<file path="config.mk">
export PLATFORM = sky130hd
export DESIGN_NAME = s16_smooth_approach_limited
export DESIGN_NICKNAME = d
export VERILOG_FILES = /design/src/sap_pkg.sv /design/src/sap_div.sv /design/src/sap_mul.sv /design/src/s16_smooth_approach_limited.sv
export SDC_FILE = /design/constraint.sdc
export NUM_CORES = 1
export LEC_CHECK = 0
export BUFFER_PORTS_ARGS = -buffer_cell sky130_fd_sc_hd__buf_2
export CELL_PAD_IN_SITES_DETAIL_PLACEMENT = 1
export CELL_PAD_IN_SITES_GLOBAL_PLACEMENT = 1
export CORE_UTILIZATION = 49
export CTS_CLUSTER_DIAMETER = 40
export CTS_CLUSTER_SIZE = 16
export DETAILED_ROUTE_END_ITERATION = 10
export MAX_ROUTING_LAYER = met4
export PLACE_DENSITY = 0.88
export SYNTH_ARGS = -nofsm -noshare
export SYNTH_HDL_FRONTEND = slang
export SYNTH_SLANG_ARGS = --single-unit
</file>
<file path="constraint.sdc">
create_clock -name clock -period 6.2 [get_ports clock]
set_clock_uncertainty 0.1 [all_clocks]
set_input_delay 0.31 -clock clock [delete_from_list [all_inputs] [get_ports clock]]
set_output_delay 0.31 -clock clock [all_outputs]
set_load 0.01 [all_outputs]
</file>
<file path="src/sap_pkg.sv">
package sap_pkg;

   // fraction bits of rate_gain (Q4.F) and round_bias (Q.F)
   localparam int FRAC_BITS = 12;

   localparam int VAL_W   = 16;
   localparam int STEP_W  = 15;
   localparam int GAIN_W  = 16;
   localparam int BIAS_W  = 14;
   localparam int PROD_W  = STEP_W + GAIN_W;   // 31
   localparam int SUM_W   = PROD_W + 2;        // 33, signed
   localparam int DIV_CNT_W = $clog2(VAL_W);
   localparam int MUL_CNT_W = $clog2(VAL_W / 2);

   // config register indexes
   localparam logic [2:0] REG_DIVISOR    = 3'd0;
   localparam logic [2:0] REG_MAX_STEP   = 3'd1;
   localparam logic [2:0] REG_MIN_STEP   = 3'd2;
   localparam logic [2:0] REG_RATE_GAIN  = 3'd3;
   localparam logic [2:0] REG_ROUND_BIAS = 3'd4;

   localparam logic signed [VAL_W-1:0]  DIVISOR_RST    = 16'sd1;
   localparam logic [STEP_W-1:0]        MAX_STEP_RST   = 15'd32767;
   localparam logic [STEP_W-1:0]        MIN_STEP_RST   = 15'd0;
   localparam logic [GAIN_W-1:0]        RATE_GAIN_RST  = 16'd4096;
   localparam logic signed [BIAS_W-1:0] ROUND_BIAS_RST = 14'sd2048;

   typedef struct packed {
      logic                    req_type;
      logic signed [VAL_W-1:0] target;
   } req_word_type;

   typedef struct packed {
      logic signed [VAL_W-1:0] new_value;
      logic signed [VAL_W-1:0] difference;
      logic                    at_target;
      logic                    config_error;
   } rsp_word_type;

   // start/done pair between the sequencer and a serial unit
   typedef struct packed {
      logic start;
   } unit_ctl_type;

   typedef struct packed {
      logic done;
   } unit_sts_type;

endpackage

</file>
<file path="src/sap_div.sv">
// Bit-serial restoring divider, unsigned magnitudes, one quotient bit per cycle.
module sap_div (
   input  logic                                clock,
   input  logic                                reset,
   input  sap_pkg::unit_ctl_type               ctl,
   input  logic [sap_pkg::VAL_W-1:0]           dividend,
   input  logic [sap_pkg::VAL_W-1:0]           divisor,
   output logic [sap_pkg::VAL_W-1:0]           quotient,
   output sap_pkg::unit_sts_type               sts
);

   logic                              busy_ff, busy_in;
   logic                              done_ff, done_in;
   logic [sap_pkg::DIV_CNT_W-1:0]     cnt_ff, cnt_in;
   logic [sap_pkg::VAL_W-1:0]         rem_ff, rem_in;
   logic [sap_pkg::VAL_W-1:0]         quot_ff, quot_in;
   logic [sap_pkg::VAL_W-1:0]         dsr_ff, dsr_in;
   logic [sap_pkg::VAL_W:0]           trial;
   logic [sap_pkg::VAL_W:0]           diff_w;

   assign trial  = {rem_ff, quot_ff[sap_pkg::VAL_W-1]};
   assign diff_w = trial - {1'b0, dsr_ff};

   always_comb begin
      busy_in = busy_ff;
      done_in = 1'b0;
      cnt_in  = cnt_ff;
      rem_in  = rem_ff;
      quot_in = quot_ff;
      dsr_in  = dsr_ff;
      if (ctl.start) begin
         busy_in = 1'b1;
         cnt_in  = '0;
         rem_in  = '0;
         quot_in = dividend;
         dsr_in  = divisor;
      end else if (busy_ff) begin
         if (trial >= {1'b0, dsr_ff}) begin
            rem_in  = diff_w[sap_pkg::VAL_W-1:0];
            quot_in = {quot_ff[sap_pkg::VAL_W-2:0], 1'b1};
         end else begin
            rem_in  = trial[sap_pkg::VAL_W-1:0];
            quot_in = {quot_ff[sap_pkg::VAL_W-2:0], 1'b0};
         end
         cnt_in = cnt_ff + 1'b1;
         if (cnt_ff == sap_pkg::DIV_CNT_W'(sap_pkg::VAL_W - 1)) begin
            busy_in = 1'b0;
            done_in = 1'b1;
         end
      end
   end

   always_ff @(posedge clock) begin
      if (reset) begin
         busy_ff <= 1'b0;
         done_ff <= 1'b0;
         cnt_ff  <= '0;
      end else begin
         busy_ff <= busy_in;
         done_ff <= done_in;
         cnt_ff  <= cnt_in;
      end
      rem_ff  <= rem_in;
      quot_ff <= quot_in;
      dsr_ff  <= dsr_in;
   end

   assign quotient = quot_ff;
   assign sts.done = done_ff;

endmodule

</file>
<file path="src/sap_mul.sv">
// Serial shift-add multiplier, two multiplier bits (one radix-4 digit) per cycle.
module sap_mul (
   input  logic                                clock,
   input  logic                                reset,
   input  sap_pkg::unit_ctl_type               ctl,
   input  logic [sap_pkg::STEP_W-1:0]          mcand_a,
   input  logic [sap_pkg::GAIN_W-1:0]          gain,
   output logic [sap_pkg::PROD_W-1:0]          product,
   output sap_pkg::unit_sts_type               sts
);

   localparam int LO_W = sap_pkg::STEP_W + 1;   // multiplier padded to whole digits
   localparam int HI_W = sap_pkg::GAIN_W + 2;

   logic                              busy_ff, busy_in;
   logic                              done_ff, done_in;
   logic [sap_pkg::MUL_CNT_W-1:0]     cnt_ff, cnt_in;
   logic [HI_W-1:0]                   hi_ff, hi_in;
   logic [LO_W-1:0]                   lo_ff, lo_in;
   logic [sap_pkg::GAIN_W-1:0]        g_ff, g_in;
   logic [HI_W-1:0]                   g3_ff, g3_in;
   logic [HI_W-1:0]                   pp;
   logic [HI_W-1:0]                   acc;

   always_comb begin
      unique case (lo_ff[1:0])
         2'd0:    pp = '0;
         2'd1:    pp = HI_W'(g_ff);
         2'd2:    pp = HI_W'({g_ff, 1'b0});
         default: pp = g3_ff;
      endcase
   end

   assign acc = hi_ff + pp;

   always_comb begin
      busy_in = busy_ff;
      done_in = 1'b0;
      cnt_in  = cnt_ff;
      hi_in   = hi_ff;
      lo_in   = lo_ff;
      g_in    = g_ff;
      g3_in   = g3_ff;
      if (ctl.start) begin
         busy_in = 1'b1;
         cnt_in  = '0;
         hi_in   = '0;
         lo_in   = {1'b0, mcand_a};
         g_in    = gain;
         g3_in   = HI_W'(gain) + HI_W'({gain, 1'b0});
      end else if (busy_ff) begin
         hi_in  = {2'b00, acc[HI_W-1:2]};
         lo_in  = {acc[1:0], lo_ff[LO_W-1:2]};
         cnt_in = cnt_ff + 1'b1;
         if (cnt_ff == sap_pkg::MUL_CNT_W'(LO_W / 2 - 1)) begin
            busy_in = 1'b0;
            done_in = 1'b1;
         end
      end
   end

   always_ff @(posedge clock) begin
      if (reset) begin
         busy_ff <= 1'b0;
         done_ff <= 1'b0;
         cnt_ff  <= '0;
      end else begin
         busy_ff <= busy_in;
         done_ff <= done_in;
         cnt_ff  <= cnt_in;
      end
      hi_ff <= hi_in;
      lo_ff <= lo_in;
      g_ff  <= g_in;
      g3_ff <= g3_in;
   end

   assign product = {hi_ff[sap_pkg::PROD_W-LO_W-1:0], lo_ff};
   assign sts.done = done_ff;

endmodule

</file>
<file path="src/s16_smooth_approach_limited.sv">
// A step word runs S_DECIDE, S_DIV on the bit-serial divider, S_SEL, S_MUL on the
// radix-4 multiplier, then S_BIAS, S_SCALE, S_ADD and S_OUT; a load, a zero-divisor
// step or a step already at target goes from S_DECIDE straight to S_OUT. The next word
// is accepted in the cycle after the result is registered, so no new word is taken
// while one is in progress; a result still stalled holds the next.
// Sync active-high reset: value 0, divisor 1, max 32767, min 0, gain 1.0, bias 0.5.
module s16_smooth_approach_limited (
   input  logic                        clock,
   input  logic                        reset,
   // request channel
   input  logic                        req_valid,
   output logic                        req_stall,
   input  sap_pkg::req_word_type       req_word,
   // result channel
   output logic                        rsp_valid,
   input  logic                        rsp_stall,
   output sap_pkg::rsp_word_type       rsp_word,
   // register port
   input  logic                        csr_psel,
   input  logic                        csr_penable,
   input  logic                        csr_pwrite,
   input  logic [4:0]                  csr_paddr,
   input  logic [31:0]                 csr_pwdata,
   output logic [31:0]                 csr_prdata,
   output logic                        csr_pready
);

   localparam int W  = sap_pkg::VAL_W;
   localparam int SW = sap_pkg::STEP_W;

   // sequencer states
   localparam logic [3:0] S_IDLE   = 4'd0;
   localparam logic [3:0] S_DECIDE = 4'd1;
   localparam logic [3:0] S_DIV    = 4'd2;
   localparam logic [3:0] S_SEL    = 4'd3;
   localparam logic [3:0] S_MUL    = 4'd4;
   localparam logic [3:0] S_BIAS   = 4'd5;
   localparam logic [3:0] S_SCALE  = 4'd6;
   localparam logic [3:0] S_ADD    = 4'd7;
   localparam logic [3:0] S_OUT    = 4'd8;

   // ---------------------------------------------------------------------------
   // Config registers
   // ---------------------------------------------------------------------------
   logic signed [W-1:0]              divisor_ff;
   logic [SW-1:0]                    max_step_ff;
   logic [SW-1:0]                    min_step_ff;
   logic [sap_pkg::GAIN_W-1:0]       rate_gain_ff;
   logic signed [sap_pkg::BIAS_W-1:0] round_bias_ff;
   logic                             csr_wr;
   logic [2:0]                       csr_idx;

   assign csr_pready = 1'b1;
   assign csr_wr     = csr_psel & csr_penable & csr_pwrite;
   assign csr_idx    = csr_paddr[4:2];

   always_ff @(posedge clock) begin
      if (reset) begin
         divisor_ff    <= sap_pkg::DIVISOR_RST;
         max_step_ff   <= sap_pkg::MAX_STEP_RST;
         min_step_ff   <= sap_pkg::MIN_STEP_RST;
         rate_gain_ff  <= sap_pkg::RATE_GAIN_RST;
         round_bias_ff <= sap_pkg::ROUND_BIAS_RST;
      end else if (csr_wr) begin
         unique case (csr_idx)
            sap_pkg::REG_DIVISOR:    divisor_ff    <= csr_pwdata[W-1:0];
            sap_pkg::REG_MAX_STEP:   max_step_ff   <= csr_pwdata[SW-1:0];
            sap_pkg::REG_MIN_STEP:   min_step_ff   <= csr_pwdata[SW-1:0];
            sap_pkg::REG_RATE_GAIN:  rate_gain_ff  <= csr_pwdata[sap_pkg::GAIN_W-1:0];
            sap_pkg::REG_ROUND_BIAS: round_bias_ff <= csr_pwdata[sap_pkg::BIAS_W-1:0];
            default: ;  // unmapped, dropped
         endcase
      end
   end

   always_comb begin
      unique case (csr_idx)
         sap_pkg::REG_DIVISOR:    csr_prdata = 32'(unsigned'(divisor_ff));
         sap_pkg::REG_MAX_STEP:   csr_prdata = 32'(max_step_ff);
         sap_pkg::REG_MIN_STEP:   csr_prdata = 32'(min_step_ff);
         sap_pkg::REG_RATE_GAIN:  csr_prdata = 32'(rate_gain_ff);
         sap_pkg::REG_ROUND_BIAS: csr_prdata = 32'(unsigned'(round_bias_ff));
         default:                 csr_prdata = '0;
      endcase
   end

   // ---------------------------------------------------------------------------
   // Datapath state
   // ---------------------------------------------------------------------------
   logic [3:0]                       state_ff, state_in;
   logic signed [W-1:0]              cur_ff, cur_in;        // current_value
   logic                             load_ff, load_in;
   logic signed [W-1:0]              tgt_ff, tgt_in;
   logic signed [W-1:0]              diff_ff, diff_in;
   logic                             err_ff, err_in;
   logic signed [W-1:0]              res_ff, res_in;        // value after the word
   logic                             band_ff, band_in;      // inside min band
   logic                             neg_ff, neg_in;        // final step sign flip
   logic [SW-1:0]                    mag_ff, mag_in;        // unscaled step magnitude
   logic signed [sap_pkg::SUM_W-1:0] sum_ff, sum_in;        // scaled step, Q.F
   logic signed [W-1:0]              step_ff, step_in;
   logic                             rsp_valid_ff, rsp_valid_in;
   sap_pkg::rsp_word_type            rsp_word_ff, rsp_word_in;

   // serial units
   sap_pkg::unit_ctl_type            div_ctl, mul_ctl;
   sap_pkg::unit_sts_type            div_sts, mul_sts;
   logic [W-1:0]                     div_quot;
   logic [sap_pkg::PROD_W-1:0]       mul_prod;
   logic [W-1:0]                     diff_mag, dsr_mag;

   assign diff_mag = diff_ff[W-1] ? W'(-diff_ff) : W'(diff_ff);
   assign dsr_mag  = divisor_ff[W-1] ? W'(-divisor_ff) : W'(divisor_ff);

   sap_div u_div (
      .clock    (clock),
      .reset    (reset),
      .ctl      (div_ctl),
      .dividend (diff_mag),
      .divisor  (dsr_mag),
      .quotient (div_quot),
      .sts      (div_sts)
   );

   // multiplicand taken as it is chosen, in the same cycle as the start
   sap_mul u_mul (
      .clock    (clock),
      .reset    (reset),
      .ctl      (mul_ctl),
      .mcand_a  (mag_in),
      .gain     (rate_gain_ff),
      .product  (mul_prod),
      .sts      (mul_sts)
   );

   // ---------------------------------------------------------------------------
   // Step selection: signed quotient, band test, clamp to +/- max_step
   // ---------------------------------------------------------------------------
   logic signed [W-1:0]  q_s;
   logic signed [W:0]    q_x, min_x, max_x;
   logic signed [W:0]    s_clamp;
   logic                 out_band;

   assign q_s   = (diff_ff[W-1] ^ divisor_ff[W-1]) ? W'(-div_quot) : W'(div_quot);
   assign q_x   = (W+1)'(q_s);
   assign min_x = signed'({2'b00, min_step_ff});
   assign max_x = signed'({2'b00, max_step_ff});
   assign out_band = (q_x > min_x) || (q_x < -min_x);

   always_comb begin
      s_clamp = q_x;
      if (q_x > max_x) begin
         s_clamp = max_x;
      end
      if (q_x < -max_x) begin
         s_clamp = -max_x;
      end
   end

   // ---------------------------------------------------------------------------
   // Scaling tail: |m| >> F, sign applied, then add and snap
   // ---------------------------------------------------------------------------
   logic [sap_pkg::SUM_W-1:0] sum_abs;
   logic [W-1:0]              scaled_mag;
   logic signed [W-1:0]       new_val;
   logic signed [W-1:0]       rest;

   assign sum_abs    = sum_ff[sap_pkg::SUM_W-1] ? unsigned'(-sum_ff) : unsigned'(sum_ff);
   assign scaled_mag = sum_abs[sap_pkg::FRAC_BITS +: W];
   assign new_val    = cur_ff + step_ff;
   assign rest       = tgt_ff - new_val;

   assign req_stall = (state_ff != S_IDLE);

   always_comb begin
      state_in     = state_ff;
      cur_in       = cur_ff;
      load_in      = load_ff;
      tgt_in       = tgt_ff;
      diff_in      = diff_ff;
      err_in       = err_ff;
      res_in       = res_ff;
      band_in      = band_ff;
      neg_in       = neg_ff;
      mag_in       = mag_ff;
      sum_in       = sum_ff;
      step_in      = step_ff;
      rsp_valid_in = rsp_valid_ff & rsp_stall;
      rsp_word_in  = rsp_word_ff;
      div_ctl.start = 1'b0;
      mul_ctl.start = 1'b0;

      unique case (state_ff)
         S_IDLE: begin
            if (req_valid) begin
               load_in  = req_word.req_type;
               tgt_in   = req_word.target;
               diff_in  = req_word.target - cur_ff;
               state_in = S_DECIDE;
            end
         end
         S_DECIDE: begin
            err_in = 1'b0;
            res_in = cur_ff;
            if (load_ff) begin
               res_in   = tgt_ff;
               state_in = S_OUT;
            end else if (divisor_ff == '0) begin
               err_in   = 1'b1;
               state_in = S_OUT;
            end else if (diff_ff == '0) begin
               state_in = S_OUT;
            end else begin
               div_ctl.start = 1'b1;
               state_in      = S_DIV;
            end
         end
         S_DIV: begin
            if (div_sts.done) begin
               state_in = S_SEL;
            end
         end
         S_SEL: begin
            // outside band: clamped quotient; inside: min_step toward target.
            // A zero step (clamped or min_step) carries the negative bias,
            // hence the extra flip.
            if (out_band) begin
               band_in = 1'b0;
               neg_in  = s_clamp[W] | (s_clamp == '0);
               mag_in  = s_clamp[W] ? SW'(-s_clamp) : SW'(s_clamp);
            end else begin
               band_in = 1'b1;
               neg_in  = (min_step_ff == '0) ^ diff_ff[W-1];
               mag_in  = min_step_ff;
            end
            mul_ctl.start = 1'b1;
            state_in      = S_MUL;
         end
         S_MUL: begin
            if (mul_sts.done) begin
               state_in = S_BIAS;
            end
         end
         S_BIAS: begin
            sum_in   = signed'({2'b00, mul_prod}) + sap_pkg::SUM_W'(round_bias_ff);
            state_in = S_SCALE;
         end
         S_SCALE: begin
            step_in  = (neg_ff ^ sum_ff[sap_pkg::SUM_W-1]) ? W'(-scaled_mag) : W'(scaled_mag);
            state_in = S_ADD;
         end
         S_ADD: begin
            res_in = new_val;
            // snap when the minimum step reaches or crosses the target
            if (band_ff) begin
               if (!diff_ff[W-1] && (rest <= 0)) begin
                  res_in = tgt_ff;
               end
               if (diff_ff[W-1] && (rest >= 0)) begin
                  res_in = tgt_ff;
               end
            end
            state_in = S_OUT;
         end
         S_OUT: begin
            if (!rsp_valid_ff || !rsp_stall) begin
               cur_in                   = res_ff;
               rsp_valid_in             = 1'b1;
               rsp_word_in.new_value    = res_ff;
               rsp_word_in.difference   = diff_ff;
               rsp_word_in.at_target    = (res_ff == tgt_ff);
               rsp_word_in.config_error = err_ff;
               state_in                 = S_IDLE;
            end
         end
         default: begin
            state_in = S_IDLE;
         end
      endcase
   end

   always_ff @(posedge clock) begin
      if (reset) begin
         state_ff     <= S_IDLE;
         cur_ff       <= '0;
         rsp_valid_ff <= 1'b0;
      end else begin
         state_ff     <= state_in;
         cur_ff       <= cur_in;
         rsp_valid_ff <= rsp_valid_in;
      end
      load_ff     <= load_in;
      tgt_ff      <= tgt_in;
      diff_ff     <= diff_in;
      err_ff      <= err_in;
      res_ff      <= res_in;
      band_ff     <= band_in;
      neg_ff      <= neg_in;
      mag_ff      <= mag_in;
      sum_ff      <= sum_in;
      step_ff     <= step_in;
      rsp_word_ff <= rsp_word_in;
   end

   assign rsp_valid = rsp_valid_ff;
   assign rsp_word  = rsp_word_ff;

endmodule

</file>
# Word-level counts from Yosys, hierarchy flattened
# Index checks and enable logic that the tools add are counted.
# op_classes
n_eq_ne	21
div_mod_pow	0
n_reduce_logical	30
n_mul	0
magnitude_cmp	7
n_mux	49
n_bitwise	9
addsub	17
shift	0
# op_table
operator	n
two-way mux 16 bit	10
two-way mux 15 bit	6
case mux 16 bit (5 select lines)	1
negator 16 bit	4
case mux 18 bit (3 select lines)	1
subtractor 16 bit	3
case mux 4 bit (9 select lines)	1
less-than comparator 16 x 17 -> 1 bit	2
two-way mux 17 bit	2
negator 15 -> 17 bit	2
adder 32 x 14 -> 33 bit	1
greater-than comparator 16 bit	2
zero test 16 bit	2
case mux 16 bit (2 select lines)	1
two-way mux 28 bit	1
two-way mux 4 bit	7
negator 28 bit	1
two-way mux 1 bit	19
adder 16 x 17 -> 18 bit	1
adder 16 x 18 -> 18 bit	1
>= comparator 17 x 16 -> 1 bit	1
zero test 17 bit	1
adder 16 bit	1
equality test 16 bit	1
33 further kinds	61
# totals
register_bits	372
latch_bits	0
ram_bits	0
elab_cells	170
rom_bits	0
n_memories	0
inputBits	61

# Logic depth before layout (Yosys ltp)
# Gate-level depths: netlist (run 1).
# depth
word_depth	10
mapped_depth	23

# By module
# A second synthesis (run 1) with hierarchy kept.
# hier_totals
hier_cells	2673
area_unflattened_um2	25022.7
# modules_own_cells
module	seq_area_each_um2	cells_each	n_inst	area_per_inst_um2
s16_smooth_approach_limited	6175.9	1964	1	17585.6
sap_mul	1881.8	399	1	4315.4
sap_div	1401.3	310	1	3121.7

# Least setup slack after synthesis (run 1)
# OpenSTA, ideal clock, no wires.
# synth_path
path_kind	register to register
start	register max_step_ff[2]
end	register u_mul.lo_ff[12], data pin
path_buffers	2
path_slack_ns	0.968
required_ns	5.844
path_stages_with_launch	23
setup_time_ns	0.256
period_less_slack_ns	5.232
t_arrival_ns	4.877
path_cell_list	dfxtp_1 buf_2 or3_1 nand3b_4 or4_1 xnor2_1 ha_1 a21oi_2 o21ai_2 a2111oi_4 a211oi_1 o32a_1 clkbuf_1 o211ai_1 nand2_1 inv_1 ha_1 inv_1 a2111o_1 nor3_2 mux2_4 nor3_2 nor2_1
# synth_between
elab_chain_len	8
# synth_rtl
element	line	source
from (decl)	s16_smooth_approach_limited.sv:46	logic [SW-1:0] max_step_ff;
from (signal assigned)	s16_smooth_approach_limited.sv:60	max_step_ff <= sap_pkg::MAX_STEP_RST;
from (signal assigned)	s16_smooth_approach_limited.sv:67	sap_pkg::REG_MAX_STEP: max_step_ff <= csr_pwdata[SW-1:0];
negator 15 -> 17 bit or greater-than comparator 16 bit (tied branches)	s16_smooth_approach_limited.sv:155, s16_smooth_approach_limited.sv:156, s16_smooth_approach_limited.sv:152	
less-than comparator 16 x 17 -> 1 bit or two-way mux 17 bit (tied branches)	s16_smooth_approach_limited.sv:155, s16_smooth_approach_limited.sv:152	
two-way mux 17 bit (*)	s16_smooth_approach_limited.sv:155	if (q_x < -max_x) begin
negator 15 bit	s16_smooth_approach_limited.sv:230	mag_in = s_clamp[W] ? SW'(-s_clamp) : SW'(s_clamp);
two-way mux 15 bit (*)	s16_smooth_approach_limited.sv:230	
two-way mux 15 bit (*)	s16_smooth_approach_limited.sv:227	if (out_band) begin
two-way mux 15 bit (*)	s16_smooth_approach_limited.sv:193	unique case (state_ff)
two-way mux 15 bit (*)	sap_mul.sv:44	if (ctl.start) begin
named net u_mul.lo_in[12]	sap_mul.sv:19	logic [LO_W-1:0] lo_ff, lo_in;
to (signal assigned)	sap_mul.sv:73	lo_ff <= lo_in;
to (decl)	sap_mul.sv:19	
# Mark *: on every way through the listed nets, which the timed path passes. The rest lies on a longest branch.
# A chain may end at the register's enable or synchronous reset.

# Worst setup path in the final report (run 1)
# layout_path
start	register step_ff[0]
end	register res_ff[10], data pin
# layout_between
elab_chain_len	8
# layout_rtl
element	line	source
from (decl)	s16_smooth_approach_limited.sv:101	logic signed [W-1:0] step_ff, step_in;
from (signal assigned)	s16_smooth_approach_limited.sv:301	step_ff <= step_in;
adder 16 bit (*)	s16_smooth_approach_limited.sv:170	assign new_val = cur_ff + step_ff;
subtractor 16 bit	s16_smooth_approach_limited.sv:171	assign rest = tgt_ff - new_val;
less-or-equal comparator 16 x 1 -> 1 bit	s16_smooth_approach_limited.sv:256	if (!diff_ff[W-1] && (rest <= 0)) begin
logical AND 1 bit	s16_smooth_approach_limited.sv:256	
two-way mux 16 bit	s16_smooth_approach_limited.sv:256	
two-way mux 16 bit	s16_smooth_approach_limited.sv:259	if (diff_ff[W-1] && (rest >= 0)) begin
two-way mux 16 bit (*)	s16_smooth_approach_limited.sv:255	if (band_ff) begin
case mux 16 bit (2 select lines) (*)	s16_smooth_approach_limited.sv:193	
named net res_in[10]	s16_smooth_approach_limited.sv:96	logic signed [W-1:0] res_ff, res_in;
to (signal assigned)	s16_smooth_approach_limited.sv:296	res_ff <= res_in;
to (decl)	s16_smooth_approach_limited.sv:96	
# Marked as above.

==> impl_metrics.ini, run 1 <==
[outcome]
outcome = finished clean

[floorplan]
initial_core_util = 0.5007
io_pins = 130
die_h_um = 223.6
die_x_um = 223.6
coreArea_um2 = 48050
num_rows = 80
dieArea_um2 = 49990

[placement]
pre_cts_ws_ns = -0.1867
port-buffer-count = 94
gp_routability_congestion = 0.9754
dpl.hpwl_um = 59380
place_inst = 3260

[setup_path]
worstSetupStartpointType = flip-flop
path_class = flip-flop to flip-flop
worstPathRequired_ns = 6.49
cp_max_fo = 16
worstPathArrival_ns = 6.34
critPathLaunch = step_ff[0]$_DFFE_PP_
cp-end-kind = flip-flop
r2r_setup_slack_ns = 0.15
r2r-start = step_ff[0]$_DFFE_PP_

[run]
cap_viol_max_count = 0

[grt]
grt_max_degree = 88
grt_pass1_wl_um = 130000
gr-usage-all-layers = 0.3437
first_global_vias = 22570
grt_overflow = 0
antenna_found_initial = 1

[route]
vias_per_cell = 6.302
wire_per_inst_um = 24.74
wirelength_um = 84360
first_iter_violations = 1844
first_pass_iters = 5
vias = 21490
drcViolationCount = 0
ant_nets = 0

[layout]
largest_reg_flops = 34
fill_cells = 5376
final_cells = 3409
regArea_um2 = 9159
syn2layout_area_growth_pct = 15.45
final_nets = 3005
fin_util = 0.5781
multi_input_area_um2 = 13900
drive_gt1_frac = 0.1207

[clock_network]
htree_levels = 2
path_clk_slew_ns = 0.06
cts.sinks = 352
cts_root_buffer = clkbuf_16
cts_tree = yes
clockBufferDepth = 3
cts_buffers = 60
cts_setup_buffers = 0
clock_latency_ns = 0.64

[pwr]
power_density_nw_per_um2 = 322.6
vdd_drop_max_mv = 0.2161
p_leak_uw = 0.01110
total_power_uw = 8960

[synth]
synth_top_cell_area_share = 0.2634
yosysMostFrequentCell = nand2_1
seq_area_frac_synth = 0.3807
yosys_warnings = 0
synth_area_leaders = edfxtp_1, dfxtp_1, ha_1
async_flop_share = 0
synth-seq-cells = 352
yosysTopAreaCell = edfxtp_1
synth_edf_count = 211
yosysUniqueCellTypes = 99
synth_common_cells = nand2_1, nor2_1, edfxtp_1
synth_area_um2 = 24060
postSynthCellCount = 2617
synthFlopType = edfxtp_1
post_synth.cell_area_avg_um2 = 9.193

[min_path]
hp-start = rsp_stall
worstHoldPathType = input pin to flip-flop

[sta]
slew_headroom = 0.2469
finalSetupTns_ns = 0
fin_ws_ns = 0.1495
hold_viol = 0
period_share = 0.9759
min_period_ns = 6.050
tightest_slew_ns = 1.129
slew_violations = 0
fmax_mhz = 165.3
setup_violations = 0
metal layers:
layer | GRT usage | part of all wire | vias to the layer above
li1 | - | - | 9722
met1 | 0.4168 | 0.41 | 10600
met2 | 0.5634 | 0.47 | 870
met3 | 0.04302 | 0.062 | 290
met4 | 0.1757 | 0.054 | 0
met5 | - | 0 | -
cell families after synthesis:
group / share of synthesized area
and+or+nand+nor: 0.1641
AOI/OAI and AO/OA: 0.1810
DFF: 0.3807
buffers and inverters: 0.04738
xor gates and xnor gates: 0.07702
adders and majority gates: 0.1078
muxes: 0.04171
other: 0.0003122
layout make-up:
type	instances	area share
multi-input cells	2003	0.5005
flip-flops and latches	352	0.3298
clock buffers	72	0.05829
repair buffers	175	0.04199
well taps	615	0.02771
clock inverters	42	0.02149
inverters	149	0.02023
diodes	1	0.00009010
critical path: stages (launching register included):
cell	delay (ns)
edfxtp_1	0.40
ha_1	0.25
fa_1	0.43
a21o_1	0.20
a21oi_2	0.19
o21bai_1	0.08
a21o_1	0.23
a21oi_2	0.21
o211ai_1	0.20
a31o_2	0.29
a21oi_1	0.18
xor2_1	0.13
ha_2	0.42
inv_1	0.09
a2111oi_2	0.39
o221ai_1	0.22
nor4_2	0.29
o211ai_1	0.20
a2111oi_4	0.42
or3_1	0.21
a31oi_4	0.10
a21o_4	0.27
o221a_2	0.29
worst paths after layout:
path / endpoint / cells past startpoint
worst min-delay path: rsp_valid$_SDFF_PP0_ / 3
worst max-delay path: res_ff[10]$_DFFE_PP_ / 22
worst max register to register: res_ff[10]$_DFFE_PP_ / 22
worst min register to register: u_mul.hi_ff[15]$_SDFFE_PP0P_ / 2
cells in the final DEF (no fill, tap or decap), types with 93 or more instances in the layout:
master	count
a21oi_1	170
buf_2	93
dfxtp_1	141
edfxtp_1	211
ha_1	195
inv_1	144
nand2_1	277
nor2_1	245
o21ai_0	121
xnor2_1	142
through the flow:
stage / hold slack, ns / cell area, µm²
2_1_floorplan: 0.3003 / 24110
3_3_place_gp: 0.3567 / 25170
3_5_place_dp: 0.3913 / 25170
4_1_cts: 0.05886 / 27740
5_1_grt: 0.1002 / 27770
6_report: 0.08042 / 27770
power breakdown:
group	internal (µW)	leakage, µW	switching [µW]
clock network	2320	0.00109	1350
registers	2680	0.00305	185
logic	997	0.00696	1430
total	5990	0.0111	2970
timing repair:
action	4_1_cts	5_1_grt
setup endpoints to repair	16	16
pin swaps	0	0
gates resized for setup	2	7
endpoints found under the hold margin	92	0
hold buffers	34	0
Power figures use the tool's default switching activity.
==> inputs of run 2 (changes only) <==
Settings changed: PLACE_DENSITY 0.88 to 0.87, SYNTH_HIERARCHICAL set to 1.
==> impl_metrics.ini, run 2 <==
[setup_path]
r2r_setup_slack_ns = 0.32
cp_max_fo = 10
cp-end-kind = flip-flop
worstPathRequired_ns = 6.60
r2r-end = u_mul/lo_ff[11]$_DFFE_PP_
r2r_cells = 19
path_class = flip-flop to flip-flop
worstSetupStartpointType = flip-flop
r2r-start = u_div/quotient[7]$_DFFE_PP_
worstPathArrival_ns = 6.27

[layout]
layout_commonest_cell = nand2_1
regArea_um2 = 9459
multi_input_area_um2 = 14450
fill_cells = 5646
layout_common_cells = nand2_1, edfxtp_1, nor2_1
final_nets = 3042
fin_util = 0.5677
syn2layout_area_growth_pct = 14.07
drive_gt1_frac = 0.1382
finalInstanceArea_um2 = 28540
largest_reg_flops = 34

[sta]
slew_violations = 0
period_share = 0.9480
slew_headroom = 0.2453
tightest_slew_ns = 1.126
finalSetupTns_ns = 0
rsz0062_at_grt = false
setup_violations = 0
hold_viol = 0
fmax_mhz = 170.1
min_period_ns = 5.878

[clock_network]
htree_levels = 2
cts_tree = yes
clockBufferDepth = 3
cts.sinks = 367
cts_buffers = 60
clock_latency_ns = 0.63
cts_root_buffer = clkbuf_16
path_clk_slew_ns = 0.07

[synth]
postSynthCellCount = 2673
synth_top_cell_area_share = 0.2532
seq_area_frac_synth = 0.3780
synth_area_um2 = 25020
synth_edf_count = 211
synth_common_cells = nand2_1, edfxtp_1, nor2_1
yosysTopAreaCell = edfxtp_1
yosys_warnings = 6
synth_area_leaders = edfxtp_1, dfxtp_1, ha_1
post_synth.cell_area_avg_um2 = 9.361
yosysMostFrequentCell = nand2_1
async_flop_share = 0
yosysUniqueCellTypes = 118
synthFlopType = edfxtp_1
synth-seq-cells = 367

[pwr]
vdd_drop_max_mv = 0.1967
p_leak_uw = 0.01097
total_power_uw = 9245
power_density_nw_per_um2 = 323.9

[grt]
grt_overflow = 0
first_global_vias = 23430
grt_pass1_wl_um = 135600
antenna_found_initial = 1
gr-usage-all-layers = 0.3425
grt_max_degree = 78

[placement]
place_area_um2 = 26000
port-buffer-count = 94
dpl.hpwl_um = 61900
gp_routability_congestion = 0.9631

[route]
ant_nets = 0
first_iter_violations = 1849
wire_per_inst_um = 25.15
drcViolationCount = 0
first_pass_iters = 5
vias = 22210
vias_per_cell = 6.341
wirelength_um = 88060

[floorplan]
die_h_um = 228.0
num_rows = 82
initial_core_util = 0.4977
io_pins = 130
dieArea_um2 = 51970
coreArea_um2 = 50270
die_x_um = 228.0

[min_path]
whs_path_depth = 2
worstHoldPathType = input pin to flip-flop
hold_end = cur_ff[13]$_SDFFE_PP0P_
hp-start = reset

[outcome]
outcome = finished clean

[run]
cap_viol_max_count = 0
run 2: cell types whose count changed after synthesis, sizes merged, moves of 17 or more:
cell / previous run / this run
mux2: 8 / 47
mux2i: 86 / 57
nor2: 246 / 201
a21o: 45 / 28
xor2: 63 / 42
buf: 35 / 62
run 2: stage by stage:
| step | instances | worst slack (ns) | hold slack (ns) |
|---|---|---|---|
| 6_report | 3502 | 0.3224 | 0.04721 |
| 5_1_grt | 3502 | 0.01529 | 0.03342 |
| 4_1_cts | 3499 | 0.1379 | 0.01398 |
| 3_5_place_dp | 3353 | 0.2106 | 0.3518 |
| 3_3_place_gp | 3353 | 0.3376 | 0.3258 |
| 2_1_floorplan | 2688 | 1.017 | 0.2824 |
run 2: timing repair:
item                                    in CTS  in global routing
hold endpoints to repair                    83                  0
endpoints found under the setup margin       0                 28
gates resized for setup                      0                 12
hold buffers                                33                  0
buffers inserted                             0                  2
run 2: report_power, final:
| part | total [µW] | switching, µW | leakage [µW] | internal, µW |
|---|---|---|---|---|
| combinational | 2750 | 1640 | 0.00677 | 1100 |
| sequential | 3010 | 203 | 0.00318 | 2810 |
| clock | 3490 | 1500 | 0.00102 | 1980 |
| total | 9240 | 3350 | 0.0110 | 5890 |
run 2: critical path: stages, from the launching register on:
cell and delay (ns):
edfxtp_1 0.51, nor4_4 0.40, nand4b_1 0.25, o21ai_0 0.25
xor2_1 0.27, inv_1 0.20, ha_1 0.35, nand3_2 0.10
or4_4 0.52, a21o_1 0.19, o211a_2 0.17, o311ai_4 0.34
buf_4 0.26, and2b_4 0.22, a211oi_4 0.26, nand4_4 0.24
nor4_2 0.35, mux2i_1 0.28, a2bb2oi_1 0.25, mux2_2 0.22
run 2: worst max path at each step:
| stage | start | endpoint | slack (ns) | cells past startpoint |
|---|---|---|---|---|
| finish | u_div/quotient[7]$_DFFE_PP_ | u_mul/lo_ff[11]$_DFFE_PP_ | 0.32 | 19 |
| detailed placement | max_step_ff[1]$_SDFFE_PP1P_ | u_mul/lo_ff[11]$_DFFE_PP_ | 0.21 | 21 |
| global route | max_step_ff[1]$_SDFFE_PP1P_ | u_mul/lo_ff[11]$_DFFE_PP_ | 0.02 | 21 |
| global placement | max_step_ff[1]$_SDFFE_PP1P_ | u_mul/lo_ff[9]$_DFFE_PP_ | 0.34 | 21 |
| floorplan | max_step_ff[1]$_SDFFE_PP1P_ | u_mul/lo_ff[14]$_DFFE_PP_ | 1.02 | 21 |
| CTS | step_ff[0]$_DFFE_PP_ | res_ff[2]$_DFFE_PP_ | 0.14 | 23 |
run 2: final cells by class:
class                   count  area share
multi-input cells        2036      0.5064
flip-flops and latches    367      0.3314
clock buffers              62     0.05322
repair buffers            169     0.03919
well taps                 672     0.02946
clock inverters            51     0.02135
inverters                 144     0.01894
diodes                      1  0.00008767
run 2: kinds of logic (layout without fill, tap and decap cells):
family          after synthesis  count (layout)  share of synthesized area
other cells                   2              18                  0.0003001
xor+xnor                    195             195                    0.06855
fa+ha+maj                   203             203                     0.1036
mux                         106             106                    0.04575
flops                       367             367                     0.3780
simple gates                835             835                     0.1665
buf+inv                     285             426                    0.05035
compound gates              680             680                     0.1870
run 2: per-layer routing:
layer	share of wire	global-route usage
met4	0.054	0.1722
met1	0.40	0.4064
met3	0.058	0.04663
met5	0	-
met2	0.49	0.5693
==> inputs of run 3 (changes only) <==
Settings changed: BUFFER_PORTS_ARGS -buffer_cell sky130_fd_sc_hd__buf_2 to -buffer_cell sky130_fd_sc_hd__clkbuf_2, SKIP_LAST_GASP set to 1.
==> impl_metrics.ini, run 3 (synthesis gave the netlist of run 2 again) <==
[layout]
largest_reg_flops = 34
layout_commonest_cell = nand2_1
final_cells = 3503
finalInstanceArea_um2 = 28480
drive_gt1_frac = 0.1351
layout_common_cells = nand2_1, edfxtp_1, nor2_1
syn2layout_area_growth_pct = 13.81
final_nets = 3040
fill_cells = 5660

[clock_network]
clockBufferDepth = 3
clock_latency_ns = 0.64
path_clk_slew_ns = 0.06
cts_buffers = 59
cts_root_buffer = clkbuf_16
htree_levels = 2
cts_tree = yes
cts.sinks = 367

[sta]
fmax_mhz = 168.7
period_share = 0.9562
fin_ws_ns = 0.2718
min_period_ns = 5.928
tightest_slew_ns = 1.078
slew_violations = 0
hold_viol = 0
slew_headroom = 0.2801
setup_violations = 0

[route]
ant_nets = 0
vias_per_cell = 6.291
vias = 22040
drcViolationCount = 0
first_iter_violations = 1697
wirelength_um = 86000
wire_per_inst_um = 24.55
first_pass_iters = 6

[grt]
first_global_vias = 22760
grt_overflow = 0
gr-usage-all-layers = 0.3322
grt_max_degree = 78
antenna_found_initial = 3
grt_pass1_wl_um = 131800

[setup_path]
path_class = flip-flop to flip-flop
cp-end-kind = flip-flop
worstSetupStartpointType = flip-flop
cp_max_fo = 8
worstPathArrival_ns = 6.22
worstPathRequired_ns = 6.49

[floorplan]
num_rows = 82
io_pins = 130
die_h_um = 228.0
initial_core_util = 0.4977
coreArea_um2 = 50270
die_x_um = 228.0
dieArea_um2 = 51970

[placement]
dpl.hpwl_um = 61680
place_inst = 3348
port-buffer-count = 94
gp_routability_congestion = 0.9714
place_area_um2 = 25960
pre_cts_ws_ns = 0.1673

[pwr]
power_density_nw_per_um2 = 321.0
p_leak_uw = 0.01098
vdd_drop_max_mv = 0.2238
total_power_uw = 9142

[min_path]
worstHoldPathType = input pin to flip-flop

[outcome]
outcome = finished clean

[run]
cap_viol_max_count = 0
[run 3: cell types whose count changed in the layout (fill, tap and decap cells not counted), sizes merged]
cell         previous run  this run
inv                   166       161
dlygate4sd3            33        34
clkbuf                 62       157
clkinv                 21        25
clkinvlp                6         4
buf                   136        41
diode                   1         4
[run 3: per-stage QoR]
stage / hold WS (ns) / util / TNS (ns)
final: 0.1026 / 0.5665 / 0
after global routing: 0.1170 / 0.5664 / -0.009498
after CTS: 0.07283 / 0.5645 / 0
after detailed placement: 0.3518 / 0.5164 / 0
after global placement: 0.3327 / 0.5164 / 0
after floorplan: 0.2824 / - / 0
[run 3: timing repair]
action | in CTS | in global routing
gates resized for setup | 0 | 10
hold endpoints to repair | 78 | 0
buffers inserted | 0 | 5
setup endpoints to repair | 0 | 28
hold buffers | 34 | 0
[run 3: layout make-up]
| type | count | area, µm² | share of cell area |
|---|---|---|---|
| Multi-Input combinational cell | 2036 | 14440 | 0.5070 |
| Sequential cell | 367 | 9459 | 0.3321 |
| Clock buffer | 64 | 1569 | 0.05509 |
| Timing Repair Buffer | 168 | 1114 | 0.03910 |
| Tap cell | 672 | 840.8 | 0.02952 |
| Inverter | 144 | 540.5 | 0.01898 |
| Clock inverter | 48 | 508.0 | 0.01784 |
| Antenna cell | 4 | 10.01 | 0.0003515 |
[run 3: metal layers]
layer,wire length (µm),up-vias,GRT usage
met5,0,-,-
met3,4742,248,0.04000
li1,-,9995,-
met1,35180,10990,0.3972
met2,41790,810,0.5563
met4,4291,0,0.1588
[run 3: final timing paths]
path | from | end | slack, ns | cells after the start
worst max register to register | max_step_ff[1]$_SDFFE_PP1P_ | u_mul/lo_ff[13]$_DFFE_PP_ | 0.27 | 21
worst max-delay path | max_step_ff[1]$_SDFFE_PP1P_ | u_mul/lo_ff[13]$_DFFE_PP_ | 0.27 | 21
worst min-delay path | req_valid | state_ff[0]$_SDFFE_PP0P_ | 0.10 | 4
worst min register to register | mag_ff[11]$_DFF_P_ | mag_ff[11]$_DFF_P_ | 0.36 | 2
[run 3: worst max-delay path: stages, from the launching register on]
cell,delay (ns)
dfxtp_1,0.32
inv_1,0.19
ha_1,0.30
nor3b_1,0.28
and4_1,0.32
nand3_1,0.17
or3_1,0.49
nor3_4,0.21
xnor2_1,0.10
ha_1,0.20
a211oi_2,0.24
nand4b_1,0.16
a21oi_1,0.27
o21ai_2,0.18
and4_1,0.34
a211o_2,0.36
a22oi_2,0.28
nand4_4,0.24
nor4_4,0.32
mux2i_1,0.26
nor3_2,0.09
mux2_2,0.27
[run 3: where the power goes]
group	switching, µW	internal, µW
Sequential	202	2810
Combinational	1640	1100
Clock	1400	1990
